==> src/design/fixed_slot_free_list_allocator_macros.svh <==
// Assertion helpers for the slot allocator; all checks run on clk and stop under reset.
`ifndef FIXED_SLOT_FREE_LIST_ALLOCATOR_MACROS_SVH
`define FIXED_SLOT_FREE_LIST_ALLOCATOR_MACROS_SVH

// Condition must hold at every clock edge out of reset.
`define FSAL_ASSERT_ALWAYS(lbl, cond, msg) \
    lbl: assert property (@(posedge clk) disable iff (!rst_n) (cond)) \
        else $error(msg);

// Consequent must hold whenever the antecedent holds.
`define FSAL_ASSERT_IMPLIES(lbl, ante, cons, msg) \
    lbl: assert property (@(posedge clk) disable iff (!rst_n) (ante) |-> (cons)) \
        else $error(msg);

`endif

==> src/design/fsal_pkg.sv <==
package fsal_pkg;

    // Fixed field widths
    localparam int SLOT_W     = 10;
    localparam int COUNT_W    = 11;
    localparam int SHIFT_W    = 5;
    localparam int ADDR_W     = 64;
    localparam int BYTES_W    = 32;
    localparam int IN_DATA_W  = 96;
    localparam int OUT_DATA_W = 80;
    localparam int PADDR_W    = 5;
    localparam int PDATA_W    = 64;

    // Slot size limits, log2 of bytes
    localparam logic [SHIFT_W-1:0] SHIFT_MIN   = 5'd1;
    localparam logic [SHIFT_W-1:0] SHIFT_MAX   = 5'd20;
    localparam logic [SHIFT_W-1:0] SHIFT_RESET = 5'd1;

    typedef enum logic [1:0] {
        OP_ALLOC   = 2'd0,
        OP_FREE    = 2'd1,
        OP_REALLOC = 2'd2,
        OP_INIT    = 2'd3
    } op_e;

    typedef enum logic [3:0] {
        ST_POOLED      = 4'd0,
        ST_FALLBACK    = 4'd1,
        ST_FREED       = 4'd2,
        ST_EXT_FREE    = 4'd3,
        ST_NULL        = 4'd4,
        ST_KEPT        = 4'd5,
        ST_MOVED       = 4'd6,
        ST_EXT_REALLOC = 4'd7,
        ST_INIT        = 4'd8
    } status_e;

    typedef enum logic [1:0] {
        REG_BASE_ADDRESS = 2'd0,
        REG_SLOT_COUNT   = 2'd1,
        REG_SLOT_SHIFT   = 2'd2
    } reg_idx_e;

    typedef enum logic [2:0] {
        S_IDLE,
        S_EXEC,
        S_READ,
        S_INIT,
        S_RESULT
    } state_e;

    typedef struct packed {
        logic [ADDR_W-1:0]  base_address;
        logic [COUNT_W-1:0] slot_count;
        logic [SHIFT_W-1:0] slot_shift;
    } cfg_t;

    typedef struct packed {
        status_e           status;
        logic [ADDR_W-1:0] address;
        logic [SLOT_W-1:0] slot;
    } res_t;

endpackage

==> src/design/fsal_cfg.sv <==
module fsal_cfg (
    input  logic                         clk,
    input  logic                         rst_n,
    input  logic                         psel,
    input  logic                         penable,
    input  logic                         pwrite,
    input  logic [fsal_pkg::PADDR_W-1:0] paddr,
    input  logic [fsal_pkg::PDATA_W-1:0] pwdata,
    output logic [fsal_pkg::PDATA_W-1:0] prdata,
    output logic                         pready,
    output fsal_pkg::cfg_t               cfg
);

    logic [fsal_pkg::ADDR_W-1:0]  base_reg;
    logic [fsal_pkg::COUNT_W-1:0] count_reg;
    logic [fsal_pkg::SHIFT_W-1:0] shift_reg;
    logic                         wr_en;

    assign pready = 1'b1;
    assign wr_en  = psel && penable && pwrite && pready;

    // Take a register write on the access phase
    always_ff @(posedge clk or negedge rst_n)
    begin
        if (!rst_n)
        begin
            base_reg  <= '0;
            count_reg <= '0;
            shift_reg <= fsal_pkg::SHIFT_RESET;
        end
        else if (wr_en)
        begin
            case (paddr[4:3])
                fsal_pkg::REG_BASE_ADDRESS: base_reg  <= pwdata;
                fsal_pkg::REG_SLOT_COUNT:   count_reg <= pwdata[fsal_pkg::COUNT_W-1:0];
                fsal_pkg::REG_SLOT_SHIFT:   shift_reg <= pwdata[fsal_pkg::SHIFT_W-1:0];
                default:
                begin
                end
            endcase
        end
    end

    // Return the addressed register
    always_comb
    begin
        case (paddr[4:3])
            fsal_pkg::REG_BASE_ADDRESS: prdata = base_reg;
            fsal_pkg::REG_SLOT_COUNT:   prdata = fsal_pkg::PDATA_W'(count_reg);
            fsal_pkg::REG_SLOT_SHIFT:   prdata = fsal_pkg::PDATA_W'(shift_reg);
            default:                    prdata = '0;
        endcase
    end

    assign cfg.base_address = base_reg;
    assign cfg.slot_count   = count_reg;
    assign cfg.slot_shift   = shift_reg;

endmodule

==> config.mk <==
export PLATFORM = sky130hd
export DESIGN_NAME = fsal_cfg
export DESIGN_NICKNAME = d
export VERILOG_FILES = /design/src/design/fixed_slot_free_list_allocator_macros.svh /design/src/design/fsal_pkg.sv /design/src/design/fsal_cfg.sv
export SDC_FILE = /design/constraint.sdc
export NUM_CORES = 1
export LEC_CHECK = 0
export BUFFER_PORTS_ARGS = -buffer_cell sky130_fd_sc_hd__buf_2
export CORE_MARGIN = 2
export CORE_UTILIZATION = 42
export CTS_CLUSTER_SIZE = 40
export DETAILED_ROUTE_END_ITERATION = 7
export PLACE_DENSITY = 0.78
export SETUP_SLACK_MARGIN = 0.15
export SLEW_MARGIN = 20
export SYNTH_ARGS = -nofsm -noshare
export SYNTH_HDL_FRONTEND = slang
export SYNTH_SLANG_ARGS = --single-unit
==> constraint.sdc <==
create_clock -name clk -period 2.1 [get_ports clk]
set_input_delay 0.21 -clock clk [delete_from_list [all_inputs] [get_ports clk]]
set_output_delay 0.21 -clock clk [all_outputs]
set_load 0.01 [all_outputs]
After elaboration in Yosys (flattened, before gate mapping). Cells that the tools add are included. W data, S select, Z words.

Memories kept: 0. Memory bits (read-only): 0. Flip-flop bits (word level): 80. Output and inout port bits: 145. Bits in latches: 0. Memory bits (writable): 0.

Bitwise logic cells: 0. Add/subtract/negate cells: 0. Reductions and logical operators: 6. Div/mod/pow operators: 0. Shift-type cells: 0. Multiplexer cells: 1. $mul: 0. Magnitude comparators: 0. Equal/unequal tests: 2.

Operator list (number): $pmux W64 S3 (1); $reduce_and A2 Y1 (3); $eq A2 B1 Y1 const B (1); $eq A2 B2 Y1 const B (1); $logic_and A1 B1 Y1 (2); $logic_not A2 Y1 (1).

Longest topological paths before layout.
Word-level depth: 3. Mapped depth: 4.

Least setup slack after synthesis. OpenSTA, ideal clock, no wires.

Path type: in2reg. Start point: in paddr[4] in the netlist's numbering. End point: reg base_reg[14] in the netlist's numbering. Library setup time: 125 ps. Stages: 4. Data arrival time: 1308 ps. Buffers on the path: 2. Setup slack: 667 ps. Cell sequence: buf_2 -> nor3_4 -> buf_6 -> mux2_2.

Cells in the longest elaborated chain, start to end: 2.

RTL lines: start: declaration (line fsal_cfg.sv:7) `input logic [fsal_pkg::PADDR_W-1:0] paddr,`; $logic_not A2 Y1 (line fsal_cfg.sv:33) `case (paddr[4:3])`; $reduce_and A2 Y1 (no source line); end signal: assignment (line fsal_cfg.sv:34) `fsal_pkg::REG_BASE_ADDRESS: base_reg <= pwdata;`; end: declaration (line fsal_cfg.sv:14) `logic [fsal_pkg::ADDR_W-1:0] base_reg;`.

No other way between the ends. A chain may end at the register's enable or synchronous reset.

Final worst setup path.
Start point: in paddr[3] in the netlist's numbering. End point: out prdata[17] in the netlist's numbering.

Cells in the longest elaborated chain, start to end: 2. Elaborated cells on any way between the ends: 4.

RTL lines: $eq A2 B2 Y1 (tied with other cells) (line fsal_cfg.sv:47) `case (paddr[4:3])`; $pmux W64 S3 * (line fsal_cfg.sv:47); end: declaration (line fsal_cfg.sv:9) `output logic [fsal_pkg::PDATA_W-1:0] prdata,`.

Mark *: on every way between the ends. The rest lies on a longest branch, timed or not.

==> flow_summary.json <==
{
  "status": "complete, no violations",
  "critPathKind": "input port to primary output",
  "die-area_sq_um": 9290,
  "worstPathRequired_ns": 1.89,
  "areaGrowthSynthToFinish_pct": 37.91,
  "drcViolationCount": 0,
  "synth.top_cell.area_share_pct": 55.15,
  "antenna_found_initial": 0,
  "hp-class": "input port to flip-flop",
  "dieHeight_microns": 96.39,
  "post_cts_buffers": 0,
  "syn_nets": 338,
  "synth_area_sq_um": 3585,
  "htree_levels": 3,
  "final.setup.tns_ns": 0,
  "globalRouteOverflowTotal": 0,
  "cp.arrival_ns": 1.23,
  "vias": 2847,
  "synth_ff_type": "dfrtp_1",
  "ys_types": 19,
  "cts_hold_buf": 1,
  "root_buffer": "clkbuf_8",
  "powerDensity_nw_per_um2": 919.3,
  "slew_violations": 0,
  "start_util_pct": 43.41,
  "fin_crit_ns": 1.440,
  "wl_microns": 8443,
  "yosysMostFrequentCell": "dfrtp_1",
  "clock_path_buffers": 2,
  "stdcell_area_sq_um": 4943,
  "finalCritPeriodShare_pct": 68.58,
  "fin_nets": 554,
  "antenna_cells": 0,
  "clk_latency_ns": 0.34,
  "io_pins": 219,
  "drt_iter0_drc": 61,
  "async_flop_share_pct": 100.0,
  "setup_viol": 0,
  "setup_ws_ns": 0.6598,
  "avgSynthCellArea_sq_um": 13.58,
  "seq_area_frac_synth_pct": 55.88,
  "antenna_left": 0,
  "slew_headroom_pct": 65.26,
  "synth_warnings": 0,
  "gp_congestion": 0.7354,
  "drv_cap": 0,
  "rows": 33,
  "p_leak_uw": 0.002656,
  "grt_pass1_vias": 2679,
  "setup.worst_path.start_class": "input port",
  "pre_cts_ws_ns": 0.4373,
  "worst_pin_slew_ns": 0.5211,
  "fin_cells": 590,
  "largest_reg_flops": 64,
  "vdd_drop_max_uv": 395.8,
  "fp.dieW_microns": 96.39,
  "endpoint_kind": "primary output",
  "yosysTopAreaCell": "dfrtp_1",
  "fin_hold_ws_ns": 0.08007,
  "grt_usage_pct": 17.73,
  "cts_buffers": 9,
  "cts.sinks": 80,
  "grt_max_degree": 42,
  "finalHoldViolCount": 0,
  "hpwl_microns": 6337,
  "synth_area_leaders": "dfrtp_1 55%, mux2_2 18%, and2_1 9.2%, mux2_1 6.9%, mux2i_1 3.1%",
  "first_pass_iters": 4,
  "grt_pass1_wl_microns": 12450,
  "synth_seq_cells": 80,
  "path_max_fanout": 31,
  "dp_cells": 573,
  "io_buffers": 214,
  "rsz0062_at_grt": "false",
  "synth_edf_count": 0,
  "ys_top_cells_by_count": "79 x dfrtp_1, 58 x mux2_2, 53 x and2_1",
  "netlist_instances": 264,
  "clk_pin_slew_worst_paths_ns": 0.08,
  "vias_per_cell": 4.825,
  "placed_cell_area_sq_um": 4745,
  "fmax_ghz": 0.6944,
  "drive_gt1_share_pct": 61.44,
  "wire_per_inst_microns": 14.31,
  "core_area_sq_um": 8258,
  "cts_tree": "yes",
  "cts_resized": 0,
  "finClkSkew_ns": 0
}
==> worst paths after layout <==
check                                          from                       end  slack [ns]  cells after the start
setup / recovery                           paddr[3]                prdata[17]        0.66                      5
hold / removal                           pwdata[49]  base_reg[49]$_DFFE_PN0P_        0.08                      2
setup reg to reg           shift_reg[1]$_DFFE_PN0P_  shift_reg[1]$_DFFE_PN0P_        1.30                      1
hold reg to reg            base_reg[48]$_DFFE_PN0P_  base_reg[48]$_DFFE_PN0P_        0.50                      1
max in group asynchronous                     rst_n  count_reg[6]$_DFFE_PN0P_        1.10                      3
min in group asynchronous                     rst_n  count_reg[5]$_DFFE_PN0P_        0.39                      2
==> stage by stage <==
stage | utilization, % | power, uW
final | 59.86 | 4545
after global routing | 59.86 | 4849
after CTS | 59.86 | 4618
after detailed placement | 57.45 | 3513
after global placement | 57.45 | 3465
after floorplan | - | 2824
==> placed cells by master, fill, tap and decap left out, drive strengths merged, types with 3 or more instances in the layout <==
cell	Yosys	final
mux2	80	80
nand2	5	5
clkinvlp	0	3
dfrtp	79	79
o21ai	5	5
nor2	7	7
and2	53	53
clkbuf	6	11
mux2i	11	11
buf	11	221
==> cell families (layout without fill, tap and decap cells) <==
logic type	after synthesis	in the layout	share of synthesized area (%)
other cells	1	1	0.1046
flops	80	80	55.88
mux	91	91	28.20
buf+inv	17	238	3.281
simple gates	70	70	11.83
compound gates	5	5	0.6980
==> cell type report <==
cell class | instances | area (sq um)
multi-input cells | 167 | 1471
well taps | 105 | 131.4
flip-flops and latches | 80 | 2003
clock inverters | 5 | 57.56
clock buffers | 11 | 131.4
fillers | 677 | 3314
repair buffers | 222 | 1149
==> report_power, final <==
| group | switching (uW) | internal, uW |
|---|---|---|
| combinational | 624 | 679 |
| clock | 532 | 548 |
| sequential | 258 | 1900 |
| total | 1410 | 3130 |
==> routing by layer <==
layer  up-vias  global-route usage [%]  wire [microns]
met3        10                   4.888             751
met1      1373                   21.12            3431
met2       139                   30.61            4141
met4         0                   6.690             118
li1       1325                       -               -
met5         -                       0               0
==> worst max-delay path, stage by stage <==
cell and delay, ns:
buf_2 0.38, nor2_2 0.07, buf_4 0.22, and2_1 0.18, buf_2 0.14
Power figures use the tool's default switching activity.
