## src/design/fixed_slot_free_list_allocator_macros.svh

```systemverilog
// Assertion helpers for the slot allocator; all checks run on clk and stop under reset.
`ifndef FIXED_SLOT_FREE_LIST_ALLOCATOR_MACROS_SVH
`define FIXED_SLOT_FREE_LIST_ALLOCATOR_MACROS_SVH

// Condition must hold at every clock edge out of reset.
`define FSAL_ASSERT_ALWAYS(lbl, cond, msg) \
    lbl: assert property (@(posedge clk) disable iff (!rst_n) (cond)) \
        else $error(msg);

// Consequent must hold whenever the antecedent holds.
`define FSAL_ASSERT_IMPLIES(lbl, ante, cons, msg) \
    lbl: assert property (@(posedge clk) disable iff (!rst_n) (ante) |-> (cons)) \
        else $error(msg);

`endif

```

## src/design/fsal_pkg.sv

```systemverilog
package fsal_pkg;

    // Fixed field widths
    localparam int SLOT_W     = 10;
    localparam int COUNT_W    = 11;
    localparam int SHIFT_W    = 5;
    localparam int ADDR_W     = 64;
    localparam int BYTES_W    = 32;
    localparam int IN_DATA_W  = 96;
    localparam int OUT_DATA_W = 80;
    localparam int PADDR_W    = 5;
    localparam int PDATA_W    = 64;

    // Slot size limits, log2 of bytes
    localparam logic [SHIFT_W-1:0] SHIFT_MIN   = 5'd1;
    localparam logic [SHIFT_W-1:0] SHIFT_MAX   = 5'd20;
    localparam logic [SHIFT_W-1:0] SHIFT_RESET = 5'd1;

    typedef enum logic [1:0] {
        OP_ALLOC   = 2'd0,
        OP_FREE    = 2'd1,
        OP_REALLOC = 2'd2,
        OP_INIT    = 2'd3
    } op_e;

    typedef enum logic [3:0] {
        ST_POOLED      = 4'd0,
        ST_FALLBACK    = 4'd1,
        ST_FREED       = 4'd2,
        ST_EXT_FREE    = 4'd3,
        ST_NULL        = 4'd4,
        ST_KEPT        = 4'd5,
        ST_MOVED       = 4'd6,
        ST_EXT_REALLOC = 4'd7,
        ST_INIT        = 4'd8
    } status_e;

    typedef enum logic [1:0] {
        REG_BASE_ADDRESS = 2'd0,
        REG_SLOT_COUNT   = 2'd1,
        REG_SLOT_SHIFT   = 2'd2
    } reg_idx_e;

    typedef enum logic [2:0] {
        S_IDLE,
        S_EXEC,
        S_READ,
        S_INIT,
        S_RESULT
    } state_e;

    typedef struct packed {
        logic [ADDR_W-1:0]  base_address;
        logic [COUNT_W-1:0] slot_count;
        logic [SHIFT_W-1:0] slot_shift;
    } cfg_t;

    typedef struct packed {
        status_e           status;
        logic [ADDR_W-1:0] address;
        logic [SLOT_W-1:0] slot;
    } res_t;

endpackage

```

## src/design/fsal_ctrl.sv

```systemverilog
module fsal_ctrl #(
    parameter int MAX_SLOTS = 1024
) (
    input  logic                                  clk,
    input  logic                                  rst_n,
    input  fsal_pkg::cfg_t                        cfg,
    input  logic                                  in_valid,
    output logic                                  in_ready,
    input  fsal_pkg::op_e                         in_op,
    input  logic [fsal_pkg::ADDR_W-1:0]           in_address,
    input  logic [fsal_pkg::BYTES_W-1:0]          in_bytes,
    output logic                                  res_valid,
    input  logic                                  res_ready,
    output fsal_pkg::res_t                        res,
    output logic [$clog2(MAX_SLOTS+1)-1:0]        free_count,
    output logic                                  ram_we,
    output logic [$clog2(MAX_SLOTS)-1:0]          ram_waddr,
    output logic [fsal_pkg::SLOT_W-1:0]           ram_wdata,
    output logic [$clog2(MAX_SLOTS)-1:0]          ram_raddr,
    input  logic [fsal_pkg::SLOT_W-1:0]           ram_rdata
);

    localparam int CNT_W = $clog2(MAX_SLOTS + 1);
    localparam int AW    = $clog2(MAX_SLOTS);

    fsal_pkg::state_e             state_reg, state_next;
    logic [CNT_W-1:0]             count_reg, count_next;
    logic [CNT_W-1:0]             ctr_reg, ctr_next;
    fsal_pkg::res_t               res_reg, res_next;
    fsal_pkg::op_e                op_reg;
    logic [fsal_pkg::ADDR_W-1:0]  addr_reg;
    logic [fsal_pkg::ADDR_W-1:0]  diff_reg;
    logic [fsal_pkg::BYTES_W-1:0] bytes_reg;

    logic [fsal_pkg::SHIFT_W-1:0] sh;
    logic [CNT_W-1:0]             eff_count;
    logic [CNT_W-1:0]             count_dec;
    logic [fsal_pkg::ADDR_W-1:0]  idx;
    logic                         in_pool;
    logic                         fits;
    logic                         addr_null;
    logic                         want_alloc;
    logic                         can_push;

    // Saturate the configured shift and count
    always_comb
    begin
        if (cfg.slot_shift < fsal_pkg::SHIFT_MIN)
        begin
            sh = fsal_pkg::SHIFT_MIN;
        end
        else if (cfg.slot_shift > fsal_pkg::SHIFT_MAX)
        begin
            sh = fsal_pkg::SHIFT_MAX;
        end
        else
        begin
            sh = cfg.slot_shift;
        end
        if (32'(cfg.slot_count) > MAX_SLOTS)
        begin
            eff_count = CNT_W'(MAX_SLOTS);
        end
        else
        begin
            eff_count = CNT_W'(cfg.slot_count);
        end
    end

    // Map the held address offset to a slot and size the request
    assign idx        = diff_reg >> sh;
    assign in_pool    = ((idx >> CNT_W) == '0) && (idx[CNT_W-1:0] < eff_count);
    assign fits       = {1'b0, bytes_reg} <= (33'd1 << sh);
    assign addr_null  = (addr_reg == '0);
    assign want_alloc = (op_reg == fsal_pkg::OP_ALLOC) ||
                        ((op_reg == fsal_pkg::OP_REALLOC) && addr_null);
    assign can_push   = (count_reg < MAX_SLOTS);
    assign count_dec  = count_reg - CNT_W'(1);

    // Control registers
    always_ff @(posedge clk or negedge rst_n)
    begin
        if (!rst_n)
        begin
            state_reg <= fsal_pkg::S_IDLE;
            count_reg <= '0;
            ctr_reg   <= '0;
        end
        else
        begin
            state_reg <= state_next;
            count_reg <= count_next;
            ctr_reg   <= ctr_next;
        end
    end

    // Capture the accepted word and the pending result
    always_ff @(posedge clk)
    begin
        if (in_valid && in_ready)
        begin
            op_reg    <= in_op;
            addr_reg  <= in_address;
            bytes_reg <= in_bytes;
            diff_reg  <= in_address - cfg.base_address;
        end
        res_reg <= res_next;
    end

    // Sequence one operation through the stack memory
    always_comb
    begin
        state_next = state_reg;
        count_next = count_reg;
        ctr_next   = ctr_reg;
        res_next   = res_reg;
        in_ready   = 1'b0;
        res_valid  = 1'b0;
        ram_we     = 1'b0;
        ram_waddr  = count_reg[AW-1:0];
        ram_wdata  = idx[fsal_pkg::SLOT_W-1:0];
        ram_raddr  = count_dec[AW-1:0];

        case (state_reg)
            fsal_pkg::S_IDLE:
            begin
                in_ready = 1'b1;
                if (in_valid)
                begin
                    state_next = fsal_pkg::S_EXEC;
                end
            end

            fsal_pkg::S_EXEC:
            begin
                state_next       = fsal_pkg::S_RESULT;
                res_next.address = '0;
                res_next.slot    = '0;
                if (op_reg == fsal_pkg::OP_INIT)
                begin
                    ctr_next   = '0;
                    state_next = fsal_pkg::S_INIT;
                end
                else if (want_alloc)
                begin
                    // Pop the top entry or fall back
                    if ((count_reg == '0) || !fits)
                    begin
                        res_next.status = fsal_pkg::ST_FALLBACK;
                    end
                    else
                    begin
                        count_next = count_dec;
                        state_next = fsal_pkg::S_READ;
                    end
                end
                else if (addr_null)
                begin
                    res_next.status = fsal_pkg::ST_NULL;
                end
                else if (!in_pool)
                begin
                    res_next.status = (op_reg == fsal_pkg::OP_FREE) ?
                                      fsal_pkg::ST_EXT_FREE : fsal_pkg::ST_EXT_REALLOC;
                end
                else if ((op_reg == fsal_pkg::OP_REALLOC) && fits)
                begin
                    res_next.status  = fsal_pkg::ST_KEPT;
                    res_next.address = addr_reg;
                    res_next.slot    = idx[fsal_pkg::SLOT_W-1:0];
                end
                else
                begin
                    // Release the slot; drop the push on a full stack
                    res_next.status = (op_reg == fsal_pkg::OP_FREE) ?
                                      fsal_pkg::ST_FREED : fsal_pkg::ST_MOVED;
                    res_next.slot   = idx[fsal_pkg::SLOT_W-1:0];
                    if (can_push)
                    begin
                        ram_we     = 1'b1;
                        count_next = count_reg + CNT_W'(1);
                    end
                end
            end

            fsal_pkg::S_READ:
            begin
                res_next.status  = fsal_pkg::ST_POOLED;
                res_next.slot    = ram_rdata;
                res_next.address = cfg.base_address +
                                   (fsal_pkg::ADDR_W'(ram_rdata) << sh);
                state_next       = fsal_pkg::S_RESULT;
            end

            fsal_pkg::S_INIT:
            begin
                // Sweep slot numbers into the stack, one entry a cycle
                if (ctr_reg < eff_count)
                begin
                    ram_we    = 1'b1;
                    ram_waddr = ctr_reg[AW-1:0];
                    ram_wdata = fsal_pkg::SLOT_W'(ctr_reg);
                    ctr_next  = ctr_reg + CNT_W'(1);
                end
                else
                begin
                    count_next       = eff_count;
                    res_next.status  = fsal_pkg::ST_INIT;
                    res_next.address = '0;
                    res_next.slot    = '0;
                    state_next       = fsal_pkg::S_RESULT;
                end
            end

            fsal_pkg::S_RESULT:
            begin
                res_valid = 1'b1;
                if (res_ready)
                begin
                    state_next = fsal_pkg::S_IDLE;
                end
            end

            default:
            begin
                state_next = fsal_pkg::S_IDLE;
            end
        endcase
    end

    assign res        = res_reg;
    assign free_count = count_reg;

endmodule

```

## config.mk

```make
export PLATFORM = sky130hd
export DESIGN_NAME = fsal_ctrl
export DESIGN_NICKNAME = d
export VERILOG_FILES = /design/src/design/fixed_slot_free_list_allocator_macros.svh /design/src/design/fsal_pkg.sv /design/src/design/fsal_ctrl.sv
export SDC_FILE = /design/constraint.sdc
export NUM_CORES = 1
export LEC_CHECK = 0
export BUFFER_PORTS_ARGS = -buffer_cell sky130_fd_sc_hd__buf_2
export CORE_ASPECT_RATIO = 0.6
export CORE_MARGIN = 2
export CORE_UTILIZATION = 41
export DETAILED_ROUTE_END_ITERATION = 10
export PLACE_DENSITY = 0.72
export SYNTH_ARGS = -nofsm -noshare
export SYNTH_HDL_FRONTEND = slang
export SYNTH_SLANG_ARGS = --single-unit
```

## constraint.sdc

```tcl
create_clock -name clk -period 9.8 [get_ports clk]
set_clock_uncertainty 0.05 [all_clocks]
set_input_delay 0.98 -clock clk [delete_from_list [all_inputs] [get_ports clk]]
set_output_delay 0.98 -clock clk [all_outputs]
set_load 0.005 [all_outputs]
```

# Word-level counts from Yosys, hierarchy flattened

Index checks and enable logic that the tools add are counted.

Flip-flop bits (word level): 265
Bits in latches: 0
RAM bits: 0
Bits in read-only memories: 0
Input port bits: 192
Word-level logic and storage cells: 113
Memories: 0

Add/subtract/negate cells: 5
Multiply operators: 0
Divide/modulo/power cells: 0
Order comparisons: 7
Equality and inequality tests: 19
Shift operators: 3
Mux-type cells: 50
Bitwise operators: 0
Reduce and logical (&&, ||, !) cells: 19

Operator list:

| kind                                               | count |
|---|---|
| case mux 78 bit (3 select lines)                   | 1 |
| two-way mux 74 bit                                 | 3 |
| two-way mux 78 bit                                 | 2 |
| zero test 64 bit                                   | 2 |
| two-way mux 11 bit                                 | 11 |
| adder 64 bit                                       | 1 |
| two-way mux 64 bit                                 | 1 |
| << shifter 10 x 5 -> 64 bit                        | 1 |
| right shift 64 x 5 -> 64 bit                       | 1 |
| subtractor 64 bit                                  | 1 |
| case mux 11 bit (2 select lines)                   | 2 |
| two-way mux 10 bit                                 | 4 |
| <= comparator 32 x 33 -> 1 bit                     | 1 |
| two-way mux 3 bit                                  | 11 |
| << shifter 1 x 5 -> 33 bit, first input constant   | 1 |
| adder 11 x 1 -> 11 bit, second input constant      | 2 |
| < comparator 11 bit                                | 2 |
| != test 3 bit, second input constant               | 6 |
| case mux 3 bit (5 select lines)                    | 1 |
| != test 2 bit, second input constant               | 6 |
| > comparator 11 bit, second input constant         | 1 |
| zero test 11 bit                                   | 1 |
| < comparator 11 bit, second input constant         | 1 |
| subtractor 11 x 1 -> 11 bit, second input constant | 1 |
| other kinds (22)                                   | 39 |

# Depth between registers and ports, before layout

Gate-level depths: netlist of the first run.

Depth after elaboration: 12
Gate-level depth with buffers: 28
Gate-level depth less buffers: 22

# Worst setup path before layout of the first run

Ideal clock, no wire load.

Path kind: in2reg
From: input cfg[15] (netlist bit)
To: register res_reg, in the netlist res[74], enable pin
Arrival: 8.220 ns
Required time: 9.408 ns
Setup slack: 1.189 ns
Stages on the path: 13
Path through: inv_1 buf_1 nand2_1 ha_1 o21a_1 o21a_1 nand3_1 nand2_1 a41oi_1 o2bb2ai_1 and3_1 nor3_1 nor2b_1

Cells in the longest elaborated chain, start to end: 5

RTL lines:

| item                              | RTL line         | RTL |
|---|---|---|
| start, declared                   | fsal_ctrl.sv:6   | `input fsal_pkg::cfg_t cfg,` |
| > comparator 11 bit               | fsal_ctrl.sv:60  | `if (32'(cfg.slot_count) > MAX_SLOTS)` |
| two-way mux 11 bit (*)            | fsal_ctrl.sv:60  |  |
| < comparator 11 bit (*)           | fsal_ctrl.sv:198 | `if (ctr_reg < eff_count)` |
| != test 2 bit (no line) (*)       | --               |  |
| AND reduction 4 bit (no line) (*) | --               |  |
| end signal, assigned              | fsal_ctrl.sv:107 | `res_reg <= res_next;` |
| end, declared                     | fsal_ctrl.sv:29  | `fsal_pkg::res_t res_reg, res_next;` |

Mark *: on every way between the ends. The rest lies on a longest branch, timed or not.
A chain may end at the register's enable or synchronous reset.

# Worst setup path after layout of the first run

From: input cfg[4] (netlist bit)
To: output ram_we

Cells in the longest elaborated chain, start to end: 12

RTL lines:

| item                                                                        | RTL line         | RTL |
|---|---|---|
| > comparator 5 bit                                                          | fsal_ctrl.sv:52  | `else if (cfg.slot_shift > fsal_pkg::SHIFT_MAX)` |
| two-way mux 5 bit                                                           | fsal_ctrl.sv:52  |  |
| two-way mux 5 bit (*)                                                       | fsal_ctrl.sv:48  | `if (cfg.slot_shift < fsal_pkg::SHIFT_MIN)` |
| parallel branches: the longest is 4 deep, another holds < comparator 11 bit | --               |  |
| two-way mux 1 bit (*)                                                       | fsal_ctrl.sv:161 | `else if (!in_pool)` |
| two-way mux 1 bit (*)                                                       | fsal_ctrl.sv:157 | `else if (addr_null)` |
| two-way mux 1 bit (*)                                                       | fsal_ctrl.sv:144 | `else if (want_alloc)` |
| two-way mux 1 bit (*)                                                       | fsal_ctrl.sv:139 | `if (op_reg == fsal_pkg::OP_INIT)` |
| case mux 1 bit (2 select lines) (*)                                         | fsal_ctrl.sv:124 | `case (state_reg)` |
| end, declared                                                               | fsal_ctrl.sv:16  | `output logic ram_we,` |

Every way passes the cells marked *.

==> flow_metrics.env, run 1 <==
export IMPL_grt_use_total_pct=28.49
export IMPL_wirelength_um=83530
export IMPL_post_route_period_util_pct=78.25
export IMPL_h_tree_depth=1
export IMPL_synth_top_area_share_pct=32.08
export IMPL_hold_viol=0
export IMPL_postCtsSetupRepairBufs=0
export IMPL_vias_per_cell=6.336
export IMPL_final_setup_tns_ns=0
export IMPL_drt_pre_antenna_iters=7
export IMPL_cp_startpoint="cfg[4]"
export IMPL_cp_slowest_cell="o21ai_0"
export IMPL_outcome="finished clean"
export IMPL_grt_pass1_vias=20390
export IMPL_maxCapViolCount=0
export IMPL_drcViolationCount=0
export IMPL_worstMarginPinSlew_ns=1.224
export IMPL_multiInputGateArea_um2=13620
export IMPL_synth_edf_count=240
export IMPL_power_frac_clock_pct=22.2
export IMPL_syn2layout_area_growth_pct=13.42
export IMPL_relSlewSlack_pct=17.98
export IMPL_p_int_uw=2999
export IMPL_seq_area_frac_synth_pct=34.86
export IMPL_synth_area_top_cells="edfxtp_1 32%, ha_1 8.9%, mux2i_1 4.3%, nand2_1 3.9%, xnor2_1 3.7%"
export IMPL_r2r_end="res[32]"
export IMPL_grt_pass1_wl_um=124600
export IMPL_synthArstFlopShare_pct=9.434
export IMPL_cts_buffers=28
export IMPL_reg2reg_from="diff_reg[23]"
export IMPL_cts_sinks=265
export IMPL_final_area_um2=25480
export IMPL_clk_latency_ns=0.60
export IMPL_leakagePower_uw=0.01087
export IMPL_drive_gt1_share_pct=16.58
export IMPL_max_clock_freq_mhz=130.4
export IMPL_rows=66
export IMPL_timing_hold_ws_ns=0.3596
export IMPL_ys_seq_elements=265
export IMPL_cp_max_fo=50
export IMPL_grt_ovfl_total=0
export IMPL_gp_congestion=1.028
export IMPL_dp_slack_ns=2.250
export IMPL_layout_setup_ws_ns=2.131
export IMPL_synthCells=2432
export IMPL_finalNetCount=3040
export IMPL_port_buffers=313
export IMPL_hp_class="input port to asynchronous set/reset pin"
export IMPL_seq_area_um2=7833
export IMPL_die_h_um=185.3
export IMPL_final_antenna_net_count=0
export IMPL_die_width_um=306.2
export IMPL_antenna_found_initial=2
export IMPL_crit_path_end_kind="primary output"
export IMPL_worstSetupPathType="input port to primary output"
export IMPL_p_sw_uw=1930
export IMPL_antenna_cells=0
export IMPL_yosysWarnings=0
export IMPL_p_sw_share_pct=39.16
export IMPL_drv_slew=0
export IMPL_min_period_ns=7.669
export IMPL_cts_tree="yes"
export IMPL_start_kind="input port"
export IMPL_grt_max_degree=75
export IMPL_route_vias_total=21680
export IMPL_p_comb_share_pct=37.1
export IMPL_dp_hpwl_um=64230
export IMPL_io_pins=314
export IMPL_wl_per_cell_um=24.41
export IMPL_netlist_area_um2=22470
export IMPL_ir_worst_vdd_mv=0.1302
export IMPL_die_area_um2=56740
export IMPL_reg2reg_slack_ns=4.36
export IMPL_power_uw=4929
export IMPL_placed_area_um2=24580
export IMPL_reg2regPathDepth=17
export IMPL_cts_buffer_depth=3
export IMPL_first_iter_violations=3307
export IMPL_synth_flop_cell="edfxtp_1"
export IMPL_pwr_share_seq_pct=40.7
export IMPL_ys_top_cells_by_count="240 x edfxtp_1, 232 x nand2_1, 169 x nor2_1"
export IMPL_n_fill_cell=5172
export IMPL_core_um2=54170
export IMPL_clockRootBuffer="clkbuf_16"
export IMPL_largest_register_ffs=78
export IMPL_cts_resized_gates=0
export IMPL_cp_arrival_ns=6.64
export IMPL_cts_hold_fix_buffers=0
export IMPL_rsz0062_at_grt="false"
export IMPL_path_clk_slew_ns=0.07
export IMPL_yosysTopAreaCell="edfxtp_1"
export IMPL_crit_required_ns=8.77
export IMPL_synth_most_common_cell="edfxtp_1"
export IMPL_setup_violations=0
export IMPL_worstPathCellList="buf_2 > o21a_4 > inv_2 > nand2_2 > buf_4 > mux2i_1 > a211oi_1 > a211oi_1 > a21oi_1 > o21ai_0 > inv_1 > ha_1 > o21a_1 > o21ai_0 > a21o_1 > nand4_1 > nor2_1 > nand4_1 > o31ai_1 > buf_2"
export IMPL_powerDensity_nw_per_um2=193.5
export IMPL_max_stage_delay_ns=0.73
export IMPL_yosysUniqueCellTypes=102
export IMPL_syn_avg_cell_area_um2=9.237
export IMPL_initial_core_util_pct=41.47
## metal layers
metal	GRT usage, %	part of all wire, %	vias up
met3	7.792	12	167
met5	0.9475	0.090	-
met1	41.09	44	10460
li1	-	-	9730
met4	5.020	2.1	4
met2	42.80	42	1320
## cells by family after synthesis
kind of cell / synth area share (%)
AO/OA/AOI/OAI: 23.63
AND/OR/NAND/NOR: 15.57
flip-flops: 34.86
buffers and inverters: 5.129
adder cells (fa/ha/maj): 9.167
XOR/XNOR: 5.302
multiplexers: 6.299
other: 0.03343
## critical path: cells and delay by family
family	cells	cell delay [ns]
AO/OA/AOI/OAI	9	2.23
buffers and inverters	5	1.66
AND/OR/NAND/NOR	4	1.09
adder cells (fa/ha/maj)	1	0.32
multiplexers	1	0.31
## power groups by stage
stage,logic [µW],clock network (µW),registers (µW)
4_1_cts,1800,1110,1990
3_5_place_dp,1790,0,2010
3_3_place_gp,1760,0,2010
5_1_grt,2000,1150,2030
6_report,1830,1090,2000
2_1_floorplan,1150,0,1930
## placed cells by master (no fill, tap or decap), types with 12 or more instances in the layout
cell type	count
a211oi_1	40
a21o_1	99
a21oi_1	163
a22o_1	65
a31oi_1	34
and2_1	18
and3_1	27
buf_2	313
buf_4	26
clkbuf_16	28
conb_1	24
dfrtp_1	25
edfxtp_1	240
ha_1	159
inv_1	124
mux2i_1	96
mux4_2	17
nand2_1	231
nand2b_1	12
nand3_1	68
nand4_1	43
nor2_1	166
nor2b_1	24
nor3_1	42
nor4_1	27
o211ai_1	22
o21a_1	20
o21ai_0	113
o21bai_1	22
o22ai_1	15
or3_1	14
xnor2_1	94
xor2_1	42
## per-stage QoR
stage / utilization [%] / std cells
after CTS: 47.04 / 3422
after global routing: 47.04 / 3422
final: 47.04 / 3422
after detailed placement: 45.37 / 3371
after global placement: 45.37 / 3371
after floorplan: - / 2454
## worst max-delay path by stage
stage	end	slack, ns	cells past startpoint
detailed placement	res[37]	2.25	21
finish	ram_we	2.13	20
floorplan	res[74]	1.19	13
global route	ram_we	1.95	20
CTS	ram_we	2.41	20
global placement	res[25]	2.39	21
## layout make-up
type / count / area share (%)
timing repair buffer: 339 / 6.914
tap: 714 / 3.506
clock buffer: 32 / 2.809
inverter: 125 / 1.841
multi-input combinational: 1928 / 53.45
clock inverter: 19 / 0.7415
sequential: 265 / 30.74
No activity file was read; power rests on OpenSTA's default activity.
==> inputs of run 2 (changes only) <==
--- a/config.mk
+++ b/config.mk
@@ -10,7 +10,7 @@
 export CORE_MARGIN = 2
 export CORE_UTILIZATION = 41
 export DETAILED_ROUTE_END_ITERATION = 10
-export PLACE_DENSITY = 0.72
+export PLACE_DENSITY = 0.75
 export SYNTH_ARGS = -nofsm -noshare
 export SYNTH_HDL_FRONTEND = slang
 export SYNTH_SLANG_ARGS = --single-unit
==> constraint.sdc (replaced) <==
create_clock -name clk -period 7 [get_ports clk]
set_clock_uncertainty 0.05 [all_clocks]
set_input_delay 0.7 -clock clk [delete_from_list [all_inputs] [get_ports clk]]
set_output_delay 0.7 -clock clk [all_outputs]
set_load 0.005 [all_outputs]
==> flow_metrics.env, run 2 (synthesis results as in run 1) <==
export IMPL_postCtsSetupRepairBufs=0
export IMPL_r2r_end="free_count[9]"
export IMPL_finalNetCount=3066
export IMPL_cts_buffers=26
export IMPL_first_iter_violations=2862
export IMPL_port_buffers=313
export IMPL_setup_violations=0
export IMPL_reg2regPathDepth=16
export IMPL_cts_tree="yes"
export IMPL_dpl_cell_count=3399
export IMPL_worstSetupPathType="input port to primary output"
export IMPL_grt_use_total_pct=26.61
export IMPL_wl_per_cell_um=22.86
export IMPL_drcViolationCount=0
export IMPL_cp_max_fo=52
export IMPL_leakagePower_uw=0.01101
export IMPL_core_um2=54170
export IMPL_cts_resized_gates=0
export IMPL_final_setup_tns_ns=0
export IMPL_grt_pass1_vias=19250
export IMPL_drive_gt1_share_pct=17.47
export IMPL_maxCapViolCount=0
export IMPL_largest_register_ffs=78
export IMPL_crit_path_end_kind="primary output"
export IMPL_antenna_found_initial=5
export IMPL_cp_arrival_ns=5.86
export IMPL_post_route_period_util_pct=94.40
export IMPL_instances_no_fill=3449
export IMPL_initial_core_util_pct=41.47
export IMPL_die_area_um2=56740
export IMPL_worstMarginPinSlew_ns=1.197
export IMPL_clockRootBuffer="clkbuf_16"
export IMPL_reg2reg_slack_ns=2.19
export IMPL_gp_congestion=1.007
export IMPL_powerDensity_nw_per_um2=263.8
export IMPL_cts_sinks=265
export IMPL_outcome="finished clean"
export IMPL_ir_worst_vdd_mv=0.2025
export IMPL_io_pins=314
export IMPL_path_clk_slew_ns=0.07
export IMPL_cts_hold_fix_buffers=0
export IMPL_die_h_um=185.3
export IMPL_n_fill_cell=5224
export IMPL_final_cell_mix="313 x buf_2, 240 x edfxtp_1, 231 x nand2_1"
export IMPL_dp_hpwl_um=60940
export IMPL_h_tree_depth=1
export IMPL_rows=66
export IMPL_hp_class="input port to asynchronous set/reset pin"
export IMPL_clk_latency_ns=0.59
export IMPL_layout_commonest_cell="buf_2"
export IMPL_grt_ovfl_total=0
export IMPL_min_period_ns=6.608
export IMPL_drt_pre_antenna_iters=8
export IMPL_start_kind="input port"
export IMPL_cp_startpoint="cfg[2]"
export IMPL_syn2layout_area_growth_pct=14.43
export IMPL_grt_pass1_wl_um=116400
export IMPL_vias_per_cell=6.165
export IMPL_drv_slew=0
export IMPL_crit_required_ns=6.25
export IMPL_hold_viol=0
export IMPL_dp_slack_ns=0.3212
export IMPL_reg2reg_from="diff_reg[17]"
export IMPL_final_antenna_net_count=0
export IMPL_relSlewSlack_pct=20.14
export IMPL_grt_max_degree=128
export IMPL_max_clock_freq_mhz=151.3
export IMPL_route_vias_total=21260
export IMPL_layout_setup_ws_ns=0.3918
export IMPL_cts_buffer_depth=3
export IMPL_die_width_um=306.2
export IMPL_wirelength_um=78830
export IMPL_rsz0062_at_grt="false"
run 2: cell count changes in the layout (fill, tap and decap cells not counted), moves of 2 or more:
cell / change
clkinv_2: +3
clkinvlp_4: -2
buf_4: +23
clkinv_1: -6
clkbuf_8: +4
diode_2: +4
bufinv_16: -3
buf_12: +5
inv_6: -2
run 2: where the power goes:
part / total [µW] / internal, µW / switching [µW]
Clock: 1460 / 789 / 666
Sequential: 2780 / 2370 / 403
Combinational: 2550 / 1000 / 1550
run 2: through the flow:
stage / utilization, % / hold WS [ns] / power, µW / area, µm²
3_5_place_dp: 45.88 / 0.5111 / 5276 / 24860
4_1_cts: 47.44 / 0.07703 / 6742 / 25700
3_3_place_gp: 45.88 / 0.5025 / 5255 / 24860
2_1_floorplan: - / 0.3544 / 4300 / 22550
6_report: 47.45 / 0.08837 / 6781 / 25710
5_1_grt: 47.44 / 0.1185 / 7139 / 25700
run 2: metal layers:
metal / up-vias / global-route usage, % / share of wire [%]
met5: - / 0 / 0
met4: 0 / 4.745 / 2.0
met3: 136 / 9.908 / 14
met2: 1286 / 38.17 / 41
met1: 10080 / 38.22 / 43
li1: 9764 / - / -
run 2: critical path, cell delays in order:
cell and delay [ns]:
buf_2 0.14, or2_1 0.35, o21ai_4 0.56, buf_4 0.22
buf_4 0.54, buf_4 0.37, mux4_1 0.71, nor2_1 0.28
o311ai_0 0.29, o22ai_1 0.24, or4bb_1 0.58, a21oi_1 0.25
nand4_1 0.13, o31ai_1 0.24, buf_2 0.17
run 2: how the worst max path moves through the flow:
stage	to	depth (start not counted)
2_1_floorplan	res[68]	27
3_3_place_gp	res[68]	21
3_5_place_dp	res[68]	21
4_1_cts	ram_we	15
5_1_grt	ram_we	15
6_report	ram_we	15
run 2: cell type report:
class                   instances  area (µm²)  area share (%)
diodes                          4       10.01         0.03894
clock buffers                  38       799.5           3.110
clock inverters                 8       42.54          0.1655
inverters                     125       469.2           1.825
multi-input cells            1928       13630           53.00
flip-flops and latches        265        7833           30.47
well taps                     714       893.4           3.475
repair buffers                367        2034           7.914
